$ cat config.mk
export PLATFORM = sky130hd
export DESIGN_NAME = markup_tokenizer_unit
export DESIGN_NICKNAME = d
export VERILOG_FILES = /design/src/sv/mtok_pkg.sv /design/src/sv/markup_tokenizer_unit.sv /design/src/sv/mtok_scan.sv /design/src/sv/mtok_outq.sv
export VERILOG_INCLUDE_DIRS = /design/src /design/src/sv
export SDC_FILE = /design/constraint.sdc
export NUM_CORES = 1
export LEC_CHECK = 0
export ABC_AREA = 1
export BUFFER_PORTS_ARGS = -buffer_cell sky130_fd_sc_hd__buf_2
export CORE_AREA = 2 2 183 149
export DETAILED_ROUTE_END_ITERATION = 8
export DIE_AREA = 0 0 185 151
export PLACE_DENSITY = 0.77
export SLEW_MARGIN = 15
export SYNTH_ARGS = -nofsm -noshare
export SYNTH_HDL_FRONTEND = slang
export SYNTH_SLANG_ARGS = --single-unit
$ cat constraint.sdc
create_clock -name clk -period 6.14 [get_ports clk]
set_clock_uncertainty 0.1 [all_clocks]
set_input_delay 0.921 -clock clk [delete_from_list [all_inputs] [get_ports clk]]
set_output_delay 0.921 -clock clk [all_outputs]
set_load 0.05 [all_outputs]
$ cat src/sv/markup_tokenizer_unit_macros.svh
// ----------------------------------------------------------------------------
// Assertion macros for the markup tokenizer
// Shared concurrent check forms, clocked on clk and disabled during rst.
// ----------------------------------------------------------------------------
`ifndef MARKUP_TOKENIZER_UNIT_MACROS_SVH
`define MARKUP_TOKENIZER_UNIT_MACROS_SVH

// Same-cycle implication.
`define MTU_ASSERT_NOW(label, pre, post, msg) \
  label: assert property (@(posedge clk) disable iff (rst) (pre) |-> (post)) \
    else $error(msg);

// Implication checked on the following clock edge.
`define MTU_ASSERT_NEXT(label, pre, post, msg) \
  label: assert property (@(posedge clk) disable iff (rst) (pre) |=> (post)) \
    else $error(msg);

`endif

$ cat src/sv/mtok_pkg.sv
// ----------------------------------------------------------------------------
// Markup tokenizer package
// Scan states, token types, character codes and character class helpers.
// ----------------------------------------------------------------------------
package mtok_pkg;

  localparam int LINE_BITS_DEF   = 16;
  localparam int COLUMN_BITS_DEF = 16;

  typedef enum logic [9:0] {
    ST_IDLE      = 10'b00_0000_0001,
    ST_KEYWORD   = 10'b00_0000_0010,
    ST_IDENT     = 10'b00_0000_0100,
    ST_NUMBER    = 10'b00_0000_1000,
    ST_STR_START = 10'b00_0001_0000,
    ST_STR_BODY  = 10'b00_0010_0000,
    ST_LINE_CMT  = 10'b00_0100_0000,
    ST_BLK_OPEN  = 10'b00_1000_0000,
    ST_BLK_BODY  = 10'b01_0000_0000,
    ST_BLK_CLOSE = 10'b10_0000_0000
  } scan_state_t;

  typedef enum logic [2:0] {
    TOK_KEYWORD = 3'd0,
    TOK_IDENT   = 3'd1,
    TOK_STRING  = 3'd2,
    TOK_NUMBER  = 3'd3,
    TOK_SYMBOL  = 3'd4,
    TOK_END     = 3'd5
  } token_type_t;

  localparam logic [7:0] CH_TAB        = 8'h09;
  localparam logic [7:0] CH_LF         = 8'h0A;
  localparam logic [7:0] CH_CR         = 8'h0D;
  localparam logic [7:0] CH_SPACE      = 8'h20;
  localparam logic [7:0] CH_DQUOTE     = 8'h22;
  localparam logic [7:0] CH_HASH       = 8'h23;
  localparam logic [7:0] CH_PERCENT    = 8'h25;
  localparam logic [7:0] CH_STAR       = 8'h2A;
  localparam logic [7:0] CH_MINUS      = 8'h2D;
  localparam logic [7:0] CH_DOT        = 8'h2E;
  localparam logic [7:0] CH_SLASH      = 8'h2F;
  localparam logic [7:0] CH_AT         = 8'h40;
  localparam logic [7:0] CH_BACKSLASH  = 8'h5C;
  localparam logic [7:0] CH_UNDERSCORE = 8'h5F;
  localparam logic [7:0] CH_LOWER_N    = 8'h6E;
  localparam logic [7:0] CH_LOWER_R    = 8'h72;
  localparam logic [7:0] CH_LOWER_T    = 8'h74;

  // One result beat without its position.
  typedef struct packed {
    token_type_t tok_type;
    logic [7:0]  ch;
    logic        ch_valid;
    logic        first;
    logic        last;
  } tok_beat_t;

  function automatic logic is_alpha(input logic [7:0] c);
    return c inside {[8'h41:8'h5A], [8'h61:8'h7A]};
  endfunction

  function automatic logic is_digit(input logic [7:0] c);
    return c inside {[8'h30:8'h39]};
  endfunction

  function automatic logic is_alnum(input logic [7:0] c);
    return is_alpha(c) || is_digit(c);
  endfunction

  function automatic logic is_word(input logic [7:0] c);
    return is_alnum(c) || (c == CH_UNDERSCORE) || (c == CH_MINUS);
  endfunction

  function automatic logic is_space(input logic [7:0] c);
    return (c == CH_SPACE) || (c inside {[CH_TAB:CH_CR]});
  endfunction

  function automatic logic [7:0] decode_escape(input logic [7:0] c);
    logic [7:0] d;
    case (c)
      CH_LOWER_N: d = CH_LF;
      CH_LOWER_R: d = CH_CR;
      CH_LOWER_T: d = CH_TAB;
      default:    d = c;
    endcase
    return d;
  endfunction

endpackage

$ cat src/sv/markup_tokenizer_unit.sv
// ----------------------------------------------------------------------------
// Markup tokenizer unit
// Streams source bytes in and token text bytes out, with token type and
// start position on every beat.
// ----------------------------------------------------------------------------
// Channel  Dir  Handshake          tdata                 tuser       tlast
// s_axis   in   tvalid/tready      char_code[7:0]        mode        end_marker
// m_axis   out  tvalid/tready      text and position     token_type  run_last
//
// One request is taken per cycle while tready is high; its results enter the
// output register (the skid register if that is held) on the same edge
// through the scanner's single level of character-class logic. A request
// gives zero, one or two beats; the end-of-text request gives two when a
// token beat is flushed. tready drops while the skid register is occupied:
// after an output stall, or behind a request that sends two beats.
// Reset is synchronous and returns positions to line 1, column 1.
// ----------------------------------------------------------------------------
module markup_tokenizer_unit #(
  parameter int LINE_BITS   = mtok_pkg::LINE_BITS_DEF,
  parameter int COLUMN_BITS = mtok_pkg::COLUMN_BITS_DEF,
  parameter int TDATA_BITS  = ((11 + LINE_BITS + COLUMN_BITS + 7) / 8) * 8
) (
  input  logic                  clk,
  input  logic                  rst,
  input  logic                  s_axis_tvalid,
  output logic                  s_axis_tready,
  input  logic [7:0]            s_axis_tdata,  // [7:0] char_code
  input  logic                  s_axis_tuser,  // [0] mode
  input  logic                  s_axis_tlast,
  output logic                  m_axis_tvalid,
  input  logic                  m_axis_tready,
  // [7:0] out_char, [8] char_valid, [9] token_first, [10] token_last,
  // then start_line, then start_column, zero fill above
  output logic [TDATA_BITS-1:0] m_axis_tdata,
  output logic [2:0]            m_axis_tuser,  // [2:0] token_type
  output logic                  m_axis_tlast
);
  import mtok_pkg::*;

  logic                   step, push, room;
  logic                   has_main, has_end;
  tok_beat_t              main_beat, out_beat;
  logic [LINE_BITS-1:0]   main_line, end_line, out_line;
  logic [COLUMN_BITS-1:0] main_column, end_column, out_column;

  assign step = s_axis_tvalid && s_axis_tready;

  mtok_scan #(
    .LINE_BITS   (LINE_BITS),
    .COLUMN_BITS (COLUMN_BITS)
  ) u_scan (
    .clk         (clk),
    .rst         (rst),
    .step        (step),
    .char_code   (s_axis_tdata),
    .mode        (s_axis_tuser),
    .end_marker  (s_axis_tlast),
    .push        (push),
    .has_main    (has_main),
    .main_beat   (main_beat),
    .main_line   (main_line),
    .main_column (main_column),
    .has_end     (has_end),
    .end_line    (end_line),
    .end_column  (end_column)
  );

  mtok_outq #(
    .LINE_BITS   (LINE_BITS),
    .COLUMN_BITS (COLUMN_BITS)
  ) u_outq (
    .clk          (clk),
    .rst          (rst),
    .push         (push),
    .room         (room),
    .has_main     (has_main),
    .main_beat    (main_beat),
    .main_line    (main_line),
    .main_column  (main_column),
    .has_end      (has_end),
    .end_line     (end_line),
    .end_column   (end_column),
    .out_valid    (m_axis_tvalid),
    .out_ready    (m_axis_tready),
    .out_beat     (out_beat),
    .out_line     (out_line),
    .out_column   (out_column),
    .out_run_last (m_axis_tlast)
  );

  assign s_axis_tready = room;
  assign m_axis_tdata  = TDATA_BITS'({out_column, out_line, out_beat.last, out_beat.first,
                                      out_beat.ch_valid, out_beat.ch});
  assign m_axis_tuser  = out_beat.tok_type;

endmodule

$ cat src/sv/mtok_scan.sv
// ----------------------------------------------------------------------------
// Markup tokenizer scanner
// Holds one byte of lookahead and the scan state; classifies the held byte
// against the arriving one and produces the results of one request.
// ----------------------------------------------------------------------------
`include "markup_tokenizer_unit_macros.svh"

module mtok_scan #(
  parameter int LINE_BITS   = 16,
  parameter int COLUMN_BITS = 16
) (
  input  logic                    clk,
  input  logic                    rst,
  input  logic                    step,
  input  logic [7:0]              char_code,
  input  logic                    mode,
  input  logic                    end_marker,
  output logic                    push,
  output logic                    has_main,
  output mtok_pkg::tok_beat_t     main_beat,
  output logic [LINE_BITS-1:0]    main_line,
  output logic [COLUMN_BITS-1:0]  main_column,
  output logic                    has_end,
  output logic [LINE_BITS-1:0]    end_line,
  output logic [COLUMN_BITS-1:0]  end_column
);
  import mtok_pkg::*;

  scan_state_t            scan_state, scan_state_next;
  logic [7:0]             held_byte;
  logic                   held_valid;
  logic                   escape_pending, escape_pending_next;
  logic                   number_suffix, number_suffix_next;
  logic [LINE_BITS-1:0]   line_count, line_count_next;
  logic [COLUMN_BITS-1:0] column_count, column_count_next;
  logic [LINE_BITS-1:0]   token_line, token_line_next;
  logic [COLUMN_BITS-1:0] token_column, token_column_next;

  tok_beat_t beat;
  logic      put;

  always_comb begin
    logic [7:0] c;
    logic [7:0] n;
    logic       nv;
    logic       cont;
    logic       esc_arg;
    logic       str_end;
    logic       num_fresh;
    logic       num_cur;

    c   = held_byte;
    nv  = !end_marker;
    n   = nv ? char_code : 8'd0;
    cont    = 1'b0;
    esc_arg = 1'b0;
    str_end = !nv || (n == CH_DQUOTE);
    num_fresh = nv && (is_digit(n) || n == CH_DOT || is_alpha(n) || n == CH_PERCENT);
    num_cur   = number_suffix ? (nv && (is_alnum(n) || n == CH_PERCENT)) : num_fresh;

    scan_state_next     = scan_state;
    escape_pending_next = escape_pending;
    number_suffix_next  = number_suffix;
    line_count_next     = line_count;
    column_count_next   = column_count;
    token_line_next     = token_line;
    token_column_next   = token_column;
    put  = 1'b0;
    beat = '{tok_type: TOK_SYMBOL, ch: c, ch_valid: 1'b1, first: 1'b0, last: 1'b1};

    if (held_valid) begin
      case (scan_state)
        ST_KEYWORD: begin
          cont = nv && is_alpha(n);
          put  = 1'b1;
          beat.tok_type = TOK_KEYWORD;
          beat.last     = !cont;
          if (!cont) scan_state_next = ST_IDLE;
        end
        ST_IDENT: begin
          cont = nv && is_word(n);
          put  = 1'b1;
          beat.tok_type = TOK_IDENT;
          beat.last     = !cont;
          if (!cont) scan_state_next = ST_IDLE;
        end
        ST_NUMBER: begin
          put = 1'b1;
          beat.tok_type = TOK_NUMBER;
          beat.last     = !num_cur;
          number_suffix_next = num_cur && (number_suffix || is_alpha(n) || n == CH_PERCENT);
          if (!num_cur) scan_state_next = ST_IDLE;
        end
        ST_STR_START, ST_STR_BODY: begin
          beat.tok_type = TOK_STRING;
          beat.first    = (scan_state == ST_STR_START);
          beat.last     = str_end;
          if (escape_pending) begin
            esc_arg = 1'b1;
            escape_pending_next = 1'b0;
            put     = 1'b1;
            beat.ch = decode_escape(c);
            scan_state_next = ST_STR_BODY;
          end else if (c == CH_DQUOTE) begin
            scan_state_next = ST_IDLE;
          end else if (c == CH_BACKSLASH && nv) begin
            escape_pending_next = 1'b1;
          end else begin
            put = 1'b1;
            scan_state_next = ST_STR_BODY;
          end
        end
        ST_LINE_CMT: begin
          if (c == CH_LF) scan_state_next = ST_IDLE;
        end
        ST_BLK_OPEN: begin
          scan_state_next = ST_BLK_BODY;
        end
        ST_BLK_BODY: begin
          if (c == CH_STAR && nv && n == CH_SLASH) scan_state_next = ST_BLK_CLOSE;
        end
        ST_BLK_CLOSE: begin
          scan_state_next = ST_IDLE;
        end
        default: begin
          // Between tokens; stray codes behave the same way.
          scan_state_next = ST_IDLE;
          beat.first = 1'b1;
          if (is_space(c)) begin
            scan_state_next = ST_IDLE;
          end else if (c == CH_SLASH && nv && n == CH_SLASH) begin
            scan_state_next = ST_LINE_CMT;
          end else if (c == CH_SLASH && nv && n == CH_STAR) begin
            scan_state_next = ST_BLK_OPEN;
          end else begin
            token_line_next   = line_count;
            token_column_next = column_count;
            put = 1'b1;
            if (c == CH_AT) begin
              cont = nv && is_alpha(n);
              beat.tok_type = TOK_KEYWORD;
              beat.last     = !cont;
              if (cont) scan_state_next = ST_KEYWORD;
            end else if (c == CH_DOT || (c == CH_HASH && mode) || is_alpha(c) ||
                         c == CH_UNDERSCORE) begin
              cont = nv && is_word(n);
              beat.tok_type = TOK_IDENT;
              beat.last     = !cont;
              if (cont) scan_state_next = ST_IDENT;
            end else if (c == CH_DQUOTE) begin
              escape_pending_next = 1'b0;
              beat.tok_type = TOK_STRING;
              if (str_end) begin
                // Empty string: a single result that carries no byte.
                beat.ch       = 8'd0;
                beat.ch_valid = 1'b0;
                scan_state_next = nv ? ST_STR_BODY : ST_IDLE;
              end else begin
                put = 1'b0;
                scan_state_next = ST_STR_START;
              end
            end else if (is_digit(c) || (c == CH_MINUS && nv && is_digit(n))) begin
              beat.tok_type = TOK_NUMBER;
              beat.last     = !num_fresh;
              number_suffix_next = num_fresh && (is_alpha(n) || n == CH_PERCENT);
              if (num_fresh) scan_state_next = ST_NUMBER;
            end else begin
              beat.tok_type = TOK_SYMBOL;
            end
          end
        end
      endcase

      // The byte after a backslash only moves the column, even a newline.
      if (!esc_arg && c == CH_LF) begin
        if (line_count != '1) line_count_next = line_count + 1'b1;
        column_count_next = COLUMN_BITS'(1);
      end else if (column_count != '1) begin
        column_count_next = column_count + 1'b1;
      end
    end
  end

  always_ff @(posedge clk) begin
    if (rst || (step && end_marker)) begin
      scan_state     <= ST_IDLE;
      held_byte      <= 8'd0;
      held_valid     <= 1'b0;
      escape_pending <= 1'b0;
      number_suffix  <= 1'b0;
      line_count     <= LINE_BITS'(1);
      column_count   <= COLUMN_BITS'(1);
      token_line     <= LINE_BITS'(1);
      token_column   <= COLUMN_BITS'(1);
    end else if (step) begin
      scan_state     <= scan_state_next;
      held_byte      <= char_code;
      held_valid     <= 1'b1;
      escape_pending <= escape_pending_next;
      number_suffix  <= number_suffix_next;
      line_count     <= line_count_next;
      column_count   <= column_count_next;
      token_line     <= token_line_next;
      token_column   <= token_column_next;
    end
  end

  assign has_main    = put;
  assign main_beat   = beat;
  assign main_line   = token_line_next;
  assign main_column = token_column_next;
  assign has_end     = end_marker;
  assign end_line    = line_count_next;
  assign end_column  = column_count_next;
  assign push        = step && (put || end_marker);

  `MTU_ASSERT_NEXT(a_end_clears_scan, step && end_marker,
    !held_valid && scan_state == ST_IDLE, "end of text did not clear the scanner")
  `MTU_ASSERT_NOW(a_escape_in_string, escape_pending,
    scan_state == ST_STR_START || scan_state == ST_STR_BODY,
    "escape pending outside a string")

endmodule

$ cat src/sv/mtok_outq.sv
// ----------------------------------------------------------------------------
// Markup tokenizer result queue
// Output register plus skid register; each entry holds the results of one
// request, a token beat and/or the end token, sent as one or two beats.
// ----------------------------------------------------------------------------
`include "markup_tokenizer_unit_macros.svh"

module mtok_outq #(
  parameter int LINE_BITS   = 16,
  parameter int COLUMN_BITS = 16
) (
  input  logic                    clk,
  input  logic                    rst,
  input  logic                    push,
  output logic                    room,
  input  logic                    has_main,
  input  mtok_pkg::tok_beat_t     main_beat,
  input  logic [LINE_BITS-1:0]    main_line,
  input  logic [COLUMN_BITS-1:0]  main_column,
  input  logic                    has_end,
  input  logic [LINE_BITS-1:0]    end_line,
  input  logic [COLUMN_BITS-1:0]  end_column,
  output logic                    out_valid,
  input  logic                    out_ready,
  output mtok_pkg::tok_beat_t     out_beat,
  output logic [LINE_BITS-1:0]    out_line,
  output logic [COLUMN_BITS-1:0]  out_column,
  output logic                    out_run_last
);
  import mtok_pkg::*;

  typedef struct packed {
    logic                   has_main;
    tok_beat_t              main_beat;
    logic [LINE_BITS-1:0]   main_line;
    logic [COLUMN_BITS-1:0] main_column;
    logic                   has_end;
    logic [LINE_BITS-1:0]   end_line;
    logic [COLUMN_BITS-1:0] end_column;
  } entry_t;

  localparam tok_beat_t END_BEAT =
    '{tok_type: TOK_END, ch: 8'd0, ch_valid: 1'b0, first: 1'b1, last: 1'b1};

  entry_t in_entry, head, skid;
  logic   head_valid, skid_valid, phase;
  logic   last_beat, emit_end, pop;

  assign in_entry = '{has_main: has_main, main_beat: main_beat, main_line: main_line,
                      main_column: main_column, has_end: has_end, end_line: end_line,
                      end_column: end_column};

  // The second beat of an entry is always the end token.
  assign last_beat = phase || !(head.has_main && head.has_end);
  assign emit_end  = phase || !head.has_main;
  assign pop       = head_valid && out_ready && last_beat;

  always_ff @(posedge clk) begin
    if (rst) begin
      head_valid <= 1'b0;
      skid_valid <= 1'b0;
      phase      <= 1'b0;
    end else if (!head_valid || pop) begin
      phase <= 1'b0;
      if (skid_valid) begin
        head       <= skid;
        head_valid <= 1'b1;
        skid_valid <= 1'b0;
      end else begin
        head_valid <= push;
        if (push) head <= in_entry;
      end
    end else begin
      if (out_ready) phase <= 1'b1;
      if (push) begin
        skid       <= in_entry;
        skid_valid <= 1'b1;
      end
    end
  end

  assign room         = !skid_valid;
  assign out_valid    = head_valid;
  assign out_beat     = emit_end ? END_BEAT : head.main_beat;
  assign out_line     = emit_end ? head.end_line : head.main_line;
  assign out_column   = emit_end ? head.end_column : head.main_column;
  assign out_run_last = last_beat;

  `MTU_ASSERT_NOW(a_skid_behind_head, skid_valid, head_valid,
    "skid entry held with an empty output register")
  `MTU_ASSERT_NOW(a_phase_two_beats, phase,
    head_valid && head.has_main && head.has_end,
    "second beat on an entry that has only one")

endmodule
* Word level (Yosys, flattened, before mapping)
Cells that the tools add are included.
Cells by class: order comparisons 14, shifts and indexed selects 0, add/subtract/negate cells 2, muxes and demuxes 104, reductions and logical operators 77, divide/modulo/power cells 0, equal/unequal tests 49, bitwise gates (word level) 4, $mul 0
Operators with widths (count):
- 16-bit 2-to-1 mux | 18
- 10-bit 2-to-1 mux | 16
- 80-bit 2-to-1 mux | 2
- 8-bit by 6-bit equality test with 1-bit output (second input constant) | 13
- 10-bit case mux with 8 select lines | 1
- 8-bit by 7-bit equality test with 1-bit output (second input constant) | 7
- 1-bit 2-to-1 mux | 40
- 12-bit 2-to-1 mux | 3
- 9-bit 2-to-1 mux | 4
- 16-bit by 1-bit adder with 16-bit output (second input constant) | 2
- 8-bit by 7-bit greater-or-equal comparator with 1-bit output (second input constant) | 4
- 8-bit by 7-bit <= comparator with 1-bit output (second input constant) | 4
- 16-bit != test (second input constant) | 2
- 1-bit logical AND | 29
- 14-bit 2-to-1 mux | 2
- 2-bit != test (second input constant) | 14
- 8-bit case mux with 3 select lines | 1
- 1-bit logical OR | 21
- 8-bit by 6-bit greater-or-equal comparator with 1-bit output (second input constant) | 2
- 8-bit by 6-bit <= comparator with 1-bit output (second input constant) | 2
- 8-bit 2-to-1 mux | 2
- 8-bit case mux with 2 select lines | 1
- 3-bit 2-to-1 mux | 5
- 3-bit case mux with 5 select lines | 1
- other kinds (33) | 54
Word-level totals: memories kept 0, bits in latches 0, bits of input ports 14, output and inout bits 54, RAM bits 0, logic and storage cells 284, flip-flop bits (word level) 248, ROM bits 0

* Depth between registers and ports, before layout
Gate-level depths: netlist of run 1.
depth after elaboration 19, depth in mapped cells 16, gate-level depth less buffers 14

* Cells and area by module
A second synthesis of run 1 with hierarchy kept.
Second synthesis, totals: cell total of the unflattened synthesis 1764, area total of the unflattened synthesis 13163.9 sq um
By module, submodules not included:
- mtok_scan | cells each 1191, seq. area each 1701.6 sq um, instances 1, area each 6636.4 sq um
- mtok_outq | cells each 565, seq. area each 4864.7 sq um, instances 1, area each 6478.7 sq um
- markup_tokenizer_unit | cells each 8, seq. area each 0.0 sq um, instances 1, area each 48.8 sq um

* Worst setup path after synthesis of run 1
OpenSTA, ideal clock, no wires.
path type input -> register, start point input port s_axis_tlast, end point register u_outq.skid[0] in the netlist's numbering (enable), data arrival time 5698 ps, cell stages on the path 10, path slack -203 ps, library setup time 545 ps, required time 5495 ps, buffers on the path 1, cell sequence buf_6 > nor2_1 > nand2_1 > nor2_2 > nand3_1 > nand3_1 > nand3_1 > nand2_1 > nand3_1 > a21oi_1
Between the ends: cells in the longest elaborated chain, start to end 15, elaborated cells on any way between the ends 25, classes of those cells eq/ne (3); mux (13); reduce/logical (9)
RTL lines:
- start: declaration | line markup_tokenizer_unit.sv:29 | input logic s_axis_tlast,
- 8-bit 2-to-1 mux | line mtok_scan.sv:54 | n = nv ? char_code : 8'd0;
- 8-bit by 6-bit equality test with 1-bit output | line mtok_scan.sv:57 | str_end = !nv || (n == CH_DQUOTE);
- 1-bit logical OR | line mtok_scan.sv:57
- 1-bit 2-to-1 mux | line mtok_scan.sv:153 | if (str_end) begin
- 1-bit 2-to-1 mux | line mtok_scan.sv:150 | end else if (c == CH_DQUOTE) begin
- 1-bit 2-to-1 mux | line mtok_scan.sv:144 | end else if (c == CH_DOT || (c == CH_HASH && mode) || is_alpha(c) ||
- 1-bit 2-to-1 mux | line mtok_scan.sv:139 | if (c == CH_AT) begin
- 1-bit 2-to-1 mux | line mtok_scan.sv:133 | end else if (c == CH_SLASH && nv && n == CH_STAR) begin
- 1-bit 2-to-1 mux | line mtok_scan.sv:131 | end else if (c == CH_SLASH && nv && n == CH_SLASH) begin
- 1-bit 2-to-1 mux | line mtok_scan.sv:129 | if (is_space(c)) begin
- 1-bit case mux with 3 select lines | line mtok_scan.sv:72 | case (scan_state)
- 1-bit 2-to-1 mux | line mtok_scan.sv:71 | if (held_valid) begin
- 1-bit logical OR * | line mtok_scan.sv:215 | assign push = step && (put || end_marker);
- 1-bit logical AND * | line mtok_scan.sv:215
- 3-bit AND reduction (no line) *
- end signal: assignment | line mtok_outq.sv:76 | skid <= in_entry;
- end: declaration | line mtok_outq.sv:45 | entry_t in_entry, head, skid;
Mark *: on every way between the ends. The rest lies on a longest branch, timed or not. A chain may end at the register's enable or synchronous reset.

* Final worst setup path of run 1
start point input port s_axis_tlast, end point register u_outq.head[52] in the netlist's numbering (enable)
Between the ends: cells in the longest elaborated chain, start to end 16, elaborated cells on any way between the ends 26, classes of those cells eq/ne (3); mux (13); reduce/logical (10)
RTL lines:
- 8-bit 2-to-1 mux | line mtok_scan.sv:54
- 8-bit by 6-bit equality test with 1-bit output | line mtok_scan.sv:57
- 1-bit logical OR | line mtok_scan.sv:57
- 1-bit 2-to-1 mux | line mtok_scan.sv:153
- 1-bit 2-to-1 mux | line mtok_scan.sv:150
- 1-bit 2-to-1 mux | line mtok_scan.sv:144
- 1-bit 2-to-1 mux | line mtok_scan.sv:139
- 1-bit 2-to-1 mux | line mtok_scan.sv:133
- 1-bit 2-to-1 mux | line mtok_scan.sv:131
- 1-bit 2-to-1 mux | line mtok_scan.sv:129
- 1-bit case mux with 3 select lines | line mtok_scan.sv:72
- 1-bit 2-to-1 mux | line mtok_scan.sv:71
- 1-bit logical OR * | line mtok_scan.sv:215
- 1-bit logical AND * | line mtok_scan.sv:215
- 2-bit nonzero test (no line) *
- 3-bit AND reduction (no line) *
- end signal: assignment | line mtok_outq.sv:66 | head <= skid;
- end signal: assignment | line mtok_outq.sv:71 | if (push) head <= in_entry;
- end: declaration | line mtok_outq.sv:45
Marks and branches as above.

==> impl_metrics.env, run 1 <==
export IMPL_globalRoute_totalOverflow=0
export IMPL_r2r_cells=8
export IMPL_ctsResizeCount=0
export IMPL_min_path_type="register to register"
export IMPL_dieArea_mm2=0.0279
export IMPL_port_buffer_count=62
export IMPL_crit_fanout=42
export IMPL_final_common_cell="nand2_1"
export IMPL_dr_pass1_iters=5
export IMPL_slowest_stage="nor2_4"
export IMPL_p_leak_nw=6.99
export IMPL_track_usage_pct=22.8
export IMPL_path_class="primary input to register"
export IMPL_clk_pin_slew_ps=60
export IMPL_wl_per_cell_um=15.0
export IMPL_drive_gt1_share_pct=12.9
export IMPL_cts_tree="yes"
export IMPL_ant_nets=0
export IMPL_start_kind="primary input"
export IMPL_maxCapViolations=0
export IMPL_grt_pass1_vias=9936
export IMPL_status="completed"
export IMPL_hold_end="u_scan.token_line[0]"
export IMPL_clockBufferDepth=3
export IMPL_synth_seq_cells=248
export IMPL_worstMarginPinSlew_ps=1130
export IMPL_fin_hold_ws_ps=385
export IMPL_fillCellCount=2400
export IMPL_hold_violations=0
export IMPL_clock_latency_ps=540
export IMPL_worstPathArrival_ps=3850
export IMPL_core_area_mm2=0.0260
export IMPL_clockRootBuffer="clkbuf_16"
export IMPL_reg2reg_setup_slack_ps=2530
export IMPL_cp_startpoint="s_axis_tlast"
export IMPL_htree_levels=1
export IMPL_fin_tns_setup_ps=0
export IMPL_fp_row_count=53
export IMPL_maxSlewViolCount=0
export IMPL_rr_startpoint="u_scan.held_valid"
export IMPL_holdPathStages=2
export IMPL_num_antenna_cells=0
export IMPL_crit_top_cell="nand3_1"
export IMPL_antenna_found_initial=0
export IMPL_post_cts_setup_buffers=0
export IMPL_slowest_delay_ps=850
export IMPL_start_util_pct=50.5
export IMPL_setup_viol=0
export IMPL_finalCritPeriodShare_pct=60.9
export IMPL_rr_endpoint="u_outq.head[52]"
export IMPL_synth_seq_area_share_pct=50.0
export IMPL_wirelength_um=31300
export IMPL_cts_sinks=248
export IMPL_place_hpwl_um=20900
export IMPL_power_density_mw_per_mm2=278
export IMPL_vias_per_cell=5.17
export IMPL_fp_dieH_um=151
export IMPL_die_w_um=185
export IMPL_fin_crit_ps=3740
export IMPL_maxSlewHeadroom_pct=24.7
export IMPL_synth_yosys_warnings=0
export IMPL_cts_made_buffers=26
export IMPL_grt_max_degree=97
export IMPL_path_cells="buf_2 -> inv_4 -> nand2_2 -> nand2_2 -> nor2_2 -> nand3_1 -> nand3_1 -> nand3_1 -> nand2_1 -> nand3_1 -> nand3_1 -> nand2_1 -> nor2_4 -> buf_12"
export IMPL_syn_inst=1680
export IMPL_first_iter_violations=962
export IMPL_grt_pass1_wl_um=51000
export IMPL_via_count=10773
export IMPL_min_from="u_scan.token_line[0]"
export IMPL_fmax_ghz=0.268
export IMPL_area_delta_synth_final_pct=10.2
export IMPL_hold_buffers=0
export IMPL_io_pins=68
export IMPL_syn_cell_area_mm2=0.0131
export IMPL_final_cell_mix="nand2_1 (551), inv_1 (172), nor2_1 (163), edfxtp_1 (160), nand3_1 (116)"
export IMPL_synth_cell_type_count=52
export IMPL_end_kind="register"
export IMPL_rsz0062_at_grt="false"
export IMPL_finalWeightedCongestion=0.906
export IMPL_final_nets=1724
export IMPL_syn_area_per_cell_um2=7.81
export IMPL_crit_required_ps=6250
export IMPL_ir_drop_mv=0.177
export IMPL_drc=0
## per-stage QoR
step / worst slack, ps / power, W / util, % / area (um^2) / instances
global route: 2150 / 0.00418 / 55.6 / 14500 / 2085
finish: 2400 / 0.00402 / 55.6 / 14500 / 2085
detailed placement: 1900 / 0.00248 / 52.4 / 13600 / 2037
floorplan: 169 / 0.00236 / - / 13100 / 1684
CTS: 2470 / 0.00404 / 55.6 / 14500 / 2085
global placement: 2050 / 0.00247 / 52.4 / 13600 / 2037
## layer usage
metal / track usage, % / vias up / wire, um
met5: 0 / - / 0
met2: 37.3 / 291 / 14000
met3: 3.01 / 48 / 1760
li1: - / 5457 / -
met4: 4.64 / 0 / 520
met1: 32.7 / 4977 / 15000
## power by group
group / switching (W) / internal [W]
combinational: 0.000407 / 0.000135
sequential: 0.0000471 / 0.00186
clock: 0.000666 / 0.000904
## layout make-up
| cell class | instances | area, um^2 | area share [%] |
|---|---|---|---|
| Sequential cell | 248 | 6570 | 45.4 |
| Multi-Input combinational cell | 1171 | 5480 | 37.9 |
| Inverter | 188 | 714 | 4.94 |
| Clock buffer | 29 | 662 | 4.58 |
| Tap cell | 357 | 447 | 3.09 |
| Timing Repair Buffer | 73 | 405 | 2.80 |
| Clock inverter | 19 | 186 | 1.29 |
## synthesized netlist by cell type (all sizes together)
library cell / count / area share [%]
nand2: 623 / 20
inv: 186 / 5.4
nor2: 170 / 5.1
edfxtp: 160 / 37
nand3: 121 / 4.9
o21ai: 101 / 3.9
dfxtp: 88 / 13
a21oi: 51 / 2.0
clkbuf: 44 / 1.3
buf: 33 / 1.8
nor3: 24 / 1.1
nand4: 16 / 0.76
a31oi: 11 / 0.52
xor2: 11 / 0.73
o211ai: 8 / 0.46
or2: 7 / 0.33
and2: 4 / 0.21
nor4: 4 / 0.19
a21boi: 2 / 0.11
clkinv: 2 / 0.067
ha: 2 / 0.19
o21bai: 2 / 0.11
o31ai: 2 / 0.11
a211oi: 1 / 0.057
a31o: 1 / 0.067
conb: 1 / 0.029
nand3b: 1 / 0.057
nor3b: 1 / 0.057
o21a: 1 / 0.057
o22ai: 1 / 0.048
xnor2: 1 / 0.067
## how the worst max path moves through the flow
| stage | slack (ps) | end | cells after the start |
|---|---|---|---|
| 6_report | 2400 | u_outq.head[52] | 14 |
| 2_1_floorplan | 170 | u_outq.head[0] | 12 |
| 3_5_place_dp | 1900 | u_outq.head[52] | 14 |
| 3_3_place_gp | 2050 | u_outq.head[52] | 14 |
| 4_1_cts | 2470 | u_outq.head[52] | 14 |
| 5_1_grt | 2150 | u_outq.head[52] | 14 |
## kinds of logic after synthesis
kind of cell	count (synthesis)	synth area share, %
DFF	248	50.0
adders and majority gates	2	0.191
AOI/OAI and AO/OA	181	7.43
buffers and inverters	265	8.53
other	1	0.0286
xor gates and xnor gates	12	0.801
and+or+nand+nor	971	33.0
## sequential cells by signal, summed over array words and instances (netlist names), 8 cells and up
name,cells
u_outq.head,80
u_outq.skid,80
u_scan.column_count,16
u_scan.line_count,16
u_scan.token_column,16
u_scan.token_line,16
u_scan.scan_state,10
u_scan.held_byte,8
## worst max-delay path, delay by kind of cell
kind	cells	cell delay, ps
buffers and inverters	3	670
and+or+nand+nor	11	2190
Note: power is estimated with default switching activity, not from simulation.
==> inputs of run 2 (changes only) <==
--- a/config.mk
+++ b/config.mk
@@ -11,7 +11,7 @@
 export CORE_AREA = 2 2 183 149
 export DETAILED_ROUTE_END_ITERATION = 8
 export DIE_AREA = 0 0 185 151
-export PLACE_DENSITY = 0.77
+export PLACE_DENSITY = 0.75
 export SLEW_MARGIN = 15
 export SYNTH_ARGS = -nofsm -noshare
 export SYNTH_HDL_FRONTEND = slang
==> constraint.sdc (replaced) <==
create_clock -name clk -period 3.5 [get_ports clk]
set_clock_uncertainty 0.1 [all_clocks]
set_input_delay 0.525 -clock clk [delete_from_list [all_inputs] [get_ports clk]]
set_output_delay 0.525 -clock clk [all_outputs]
set_load 0.05 [all_outputs]
==> run 2 against run 1 <==
  * Utilization is 0.43 points higher
  * Sequential cell count stayed put
  * Critical path depth is 7 lower
  * Combinational power is 78% higher
  * Die area stayed put
  * First-iteration DRC count is 0.62% higher
  * Critical path type is now register to output pin
==> impl_metrics.env, run 2 (synthesized netlist as in run 1, its figures left out) <==
export IMPL_cts_tree="yes"
export IMPL_rr_startpoint="u_scan.scan_state[6]"
export IMPL_dpl_instance_area_mm2=0.0137
export IMPL_fmax_ghz=0.334
export IMPL_clock_latency_ps=540
export IMPL_fin_hold_ws_ps=129
export IMPL_drive_gt1_share_pct=13.4
export IMPL_final_nets=1731
export IMPL_grt_max_degree=97
export IMPL_wirelength_um=31700
export IMPL_r2r_cells=14
export IMPL_worstPathArrival_ps=2370
export IMPL_finalCritPeriodShare_pct=85.5
export IMPL_track_usage_pct=22.9
export IMPL_status="completed"
export IMPL_crit_fanout=32
export IMPL_slowest_stage="buf_4"
export IMPL_maxSlewViolCount=0
export IMPL_antenna_found_initial=0
export IMPL_fin_crit_ps=2990
export IMPL_core_area_mm2=0.0260
export IMPL_hold_end="u_outq.phase"
export IMPL_final_cell_mix="nand2_1 (551), inv_1 (172), nor2_1 (163), edfxtp_1 (160), nand3_1 (116)"
export IMPL_first_iter_violations=968
export IMPL_wl_per_cell_um=15.1
export IMPL_area_delta_synth_final_pct=11.0
export IMPL_maxCapViolations=0
export IMPL_ctsResizeCount=0
export IMPL_num_antenna_cells=0
export IMPL_rr_endpoint="u_outq.head[26]"
export IMPL_fp_dieH_um=151
export IMPL_fin_tns_setup_ps=0
export IMPL_register_area_mm2=0.00657
export IMPL_die_w_um=185
export IMPL_worstMarginPinSlew_ps=993
export IMPL_dieArea_mm2=0.0279
export IMPL_slowest_delay_ps=420
export IMPL_clockBufferDepth=3
export IMPL_clockRootBuffer="clkbuf_16"
export IMPL_io_pins=68
export IMPL_via_count=10899
export IMPL_rsz0062_at_grt="false"
export IMPL_reg2reg_setup_slack_ps=600
export IMPL_globalRoute_totalOverflow=0
export IMPL_ant_nets=0
export IMPL_path_class="register to output pin"
export IMPL_stdcell_area_mm2=0.0146
export IMPL_top_regs="u_outq.head: 80 flops, u_outq.skid: 80 flops"
export IMPL_cts_sinks=248
export IMPL_post_cts_setup_buffers=0
export IMPL_start_util_pct=50.5
export IMPL_port_buffer_count=62
export IMPL_holdPathStages=3
export IMPL_htree_levels=1
export IMPL_ir_drop_mv=0.321
export IMPL_dr_pass1_iters=5
export IMPL_final_common_cell="nand2_1"
export IMPL_min_from="m_axis_tready"
export IMPL_multi_input_area_mm2=0.00548
export IMPL_power_density_mw_per_mm2=487
export IMPL_place_hpwl_um=21200
export IMPL_worst_path_buf_inv=4
export IMPL_cts_made_buffers=26
export IMPL_crit_required_ps=2870
export IMPL_drc=0
export IMPL_grt_pass1_wl_um=51300
export IMPL_finalWeightedCongestion=0.944
export IMPL_setup_viol=0
export IMPL_vias_per_cell=5.21
export IMPL_end_kind="output pin"
export IMPL_critPathTopFamily="buffers and inverters"
export IMPL_hold_violations=0
export IMPL_clk_pin_slew_ps=60
export IMPL_fp_row_count=53
export IMPL_start_kind="register"
export IMPL_min_path_type="primary input to register"
export IMPL_hold_buffers=0
export IMPL_path_cells="inv_1 -> nand2_2 -> inv_1 -> buf_4 -> nand2_1 -> nand2_1 -> buf_2"
export IMPL_maxSlewHeadroom_pct=33.8
export IMPL_fin_util_pct=56.1
export IMPL_p_leak_nw=7.05
export IMPL_grt_pass1_vias=10040
export IMPL_fillCellCount=2438
## run 2: area by class of cell
class,count,area share [%]
Clock buffer,32,4.76
Tap cell,357,3.06
Clock inverter,16,1.21
Sequential cell,248,45.1
Multi-Input combinational cell,1171,37.6
Timing Repair Buffer,80,3.40
Inverter,188,4.90
## run 2: how the worst max path moves through the flow
| stage | to | from | slack [ps] | depth (start not counted) |
|---|---|---|---|---|
| 2_1_floorplan | u_outq.skid[0] | s_axis_tlast | 110 | 10 |
| 3_3_place_gp | u_outq.head[59] | s_axis_tlast | 470 | 14 |
| 3_5_place_dp | u_outq.head[22] | s_axis_tlast | 410 | 14 |
| 4_1_cts | m_axis_tdata[12] | u_outq.phase | 490 | 7 |
| 5_1_grt | m_axis_tdata[12] | u_outq.phase | 340 | 7 |
| 6_report | m_axis_tdata[12] | u_outq.phase | 510 | 7 |
## run 2: worst reg2reg max path: stages, from the launching register on
cell      delay (ps)
dfxtp_1          320
nor2_1           170
nand2_1          170
inv_2            110
nand4_1          220
nand2_2          180
clkinv_2          90
nand2_4           80
nor2_8            70
nand2_1           80
nand3_1          150
nand3_1          130
nand2_1          120
nor2_4           120
buf_12           390
## run 2: per-layer routing
metal | up-vias | track usage (%) | part of all wire [%]
met5 | - | 0 | 0
met4 | 0 | 4.68 | 1.6
met3 | 32 | 2.60 | 5.9
met2 | 314 | 36.5 | 44
met1 | 5085 | 34.0 | 48
li1 | 5468 | - | -
## run 2: power breakdown
part / internal (W) / switching, W / total [W] / leakage (nW)
Combinational: 0.000247 / 0.000719 / 0.000966 / 4.38
Clock: 0.00164 / 0.00115 / 0.00279 / 0.426
Sequential: 0.00326 / 0.0000859 / 0.00335 / 2.25
Total: 0.00515 / 0.00195 / 0.00710 / 7.05
## run 2: metrics by stage
step	setup slack (ps)	total power, W	instances
final	509	0.00710	2092
after CTS	494	0.00714	2092
after detailed placement	406	0.00437	2044
after floorplan	111	0.00414	1684
after global placement	473	0.00435	2044
after global routing	342	0.00737	2092
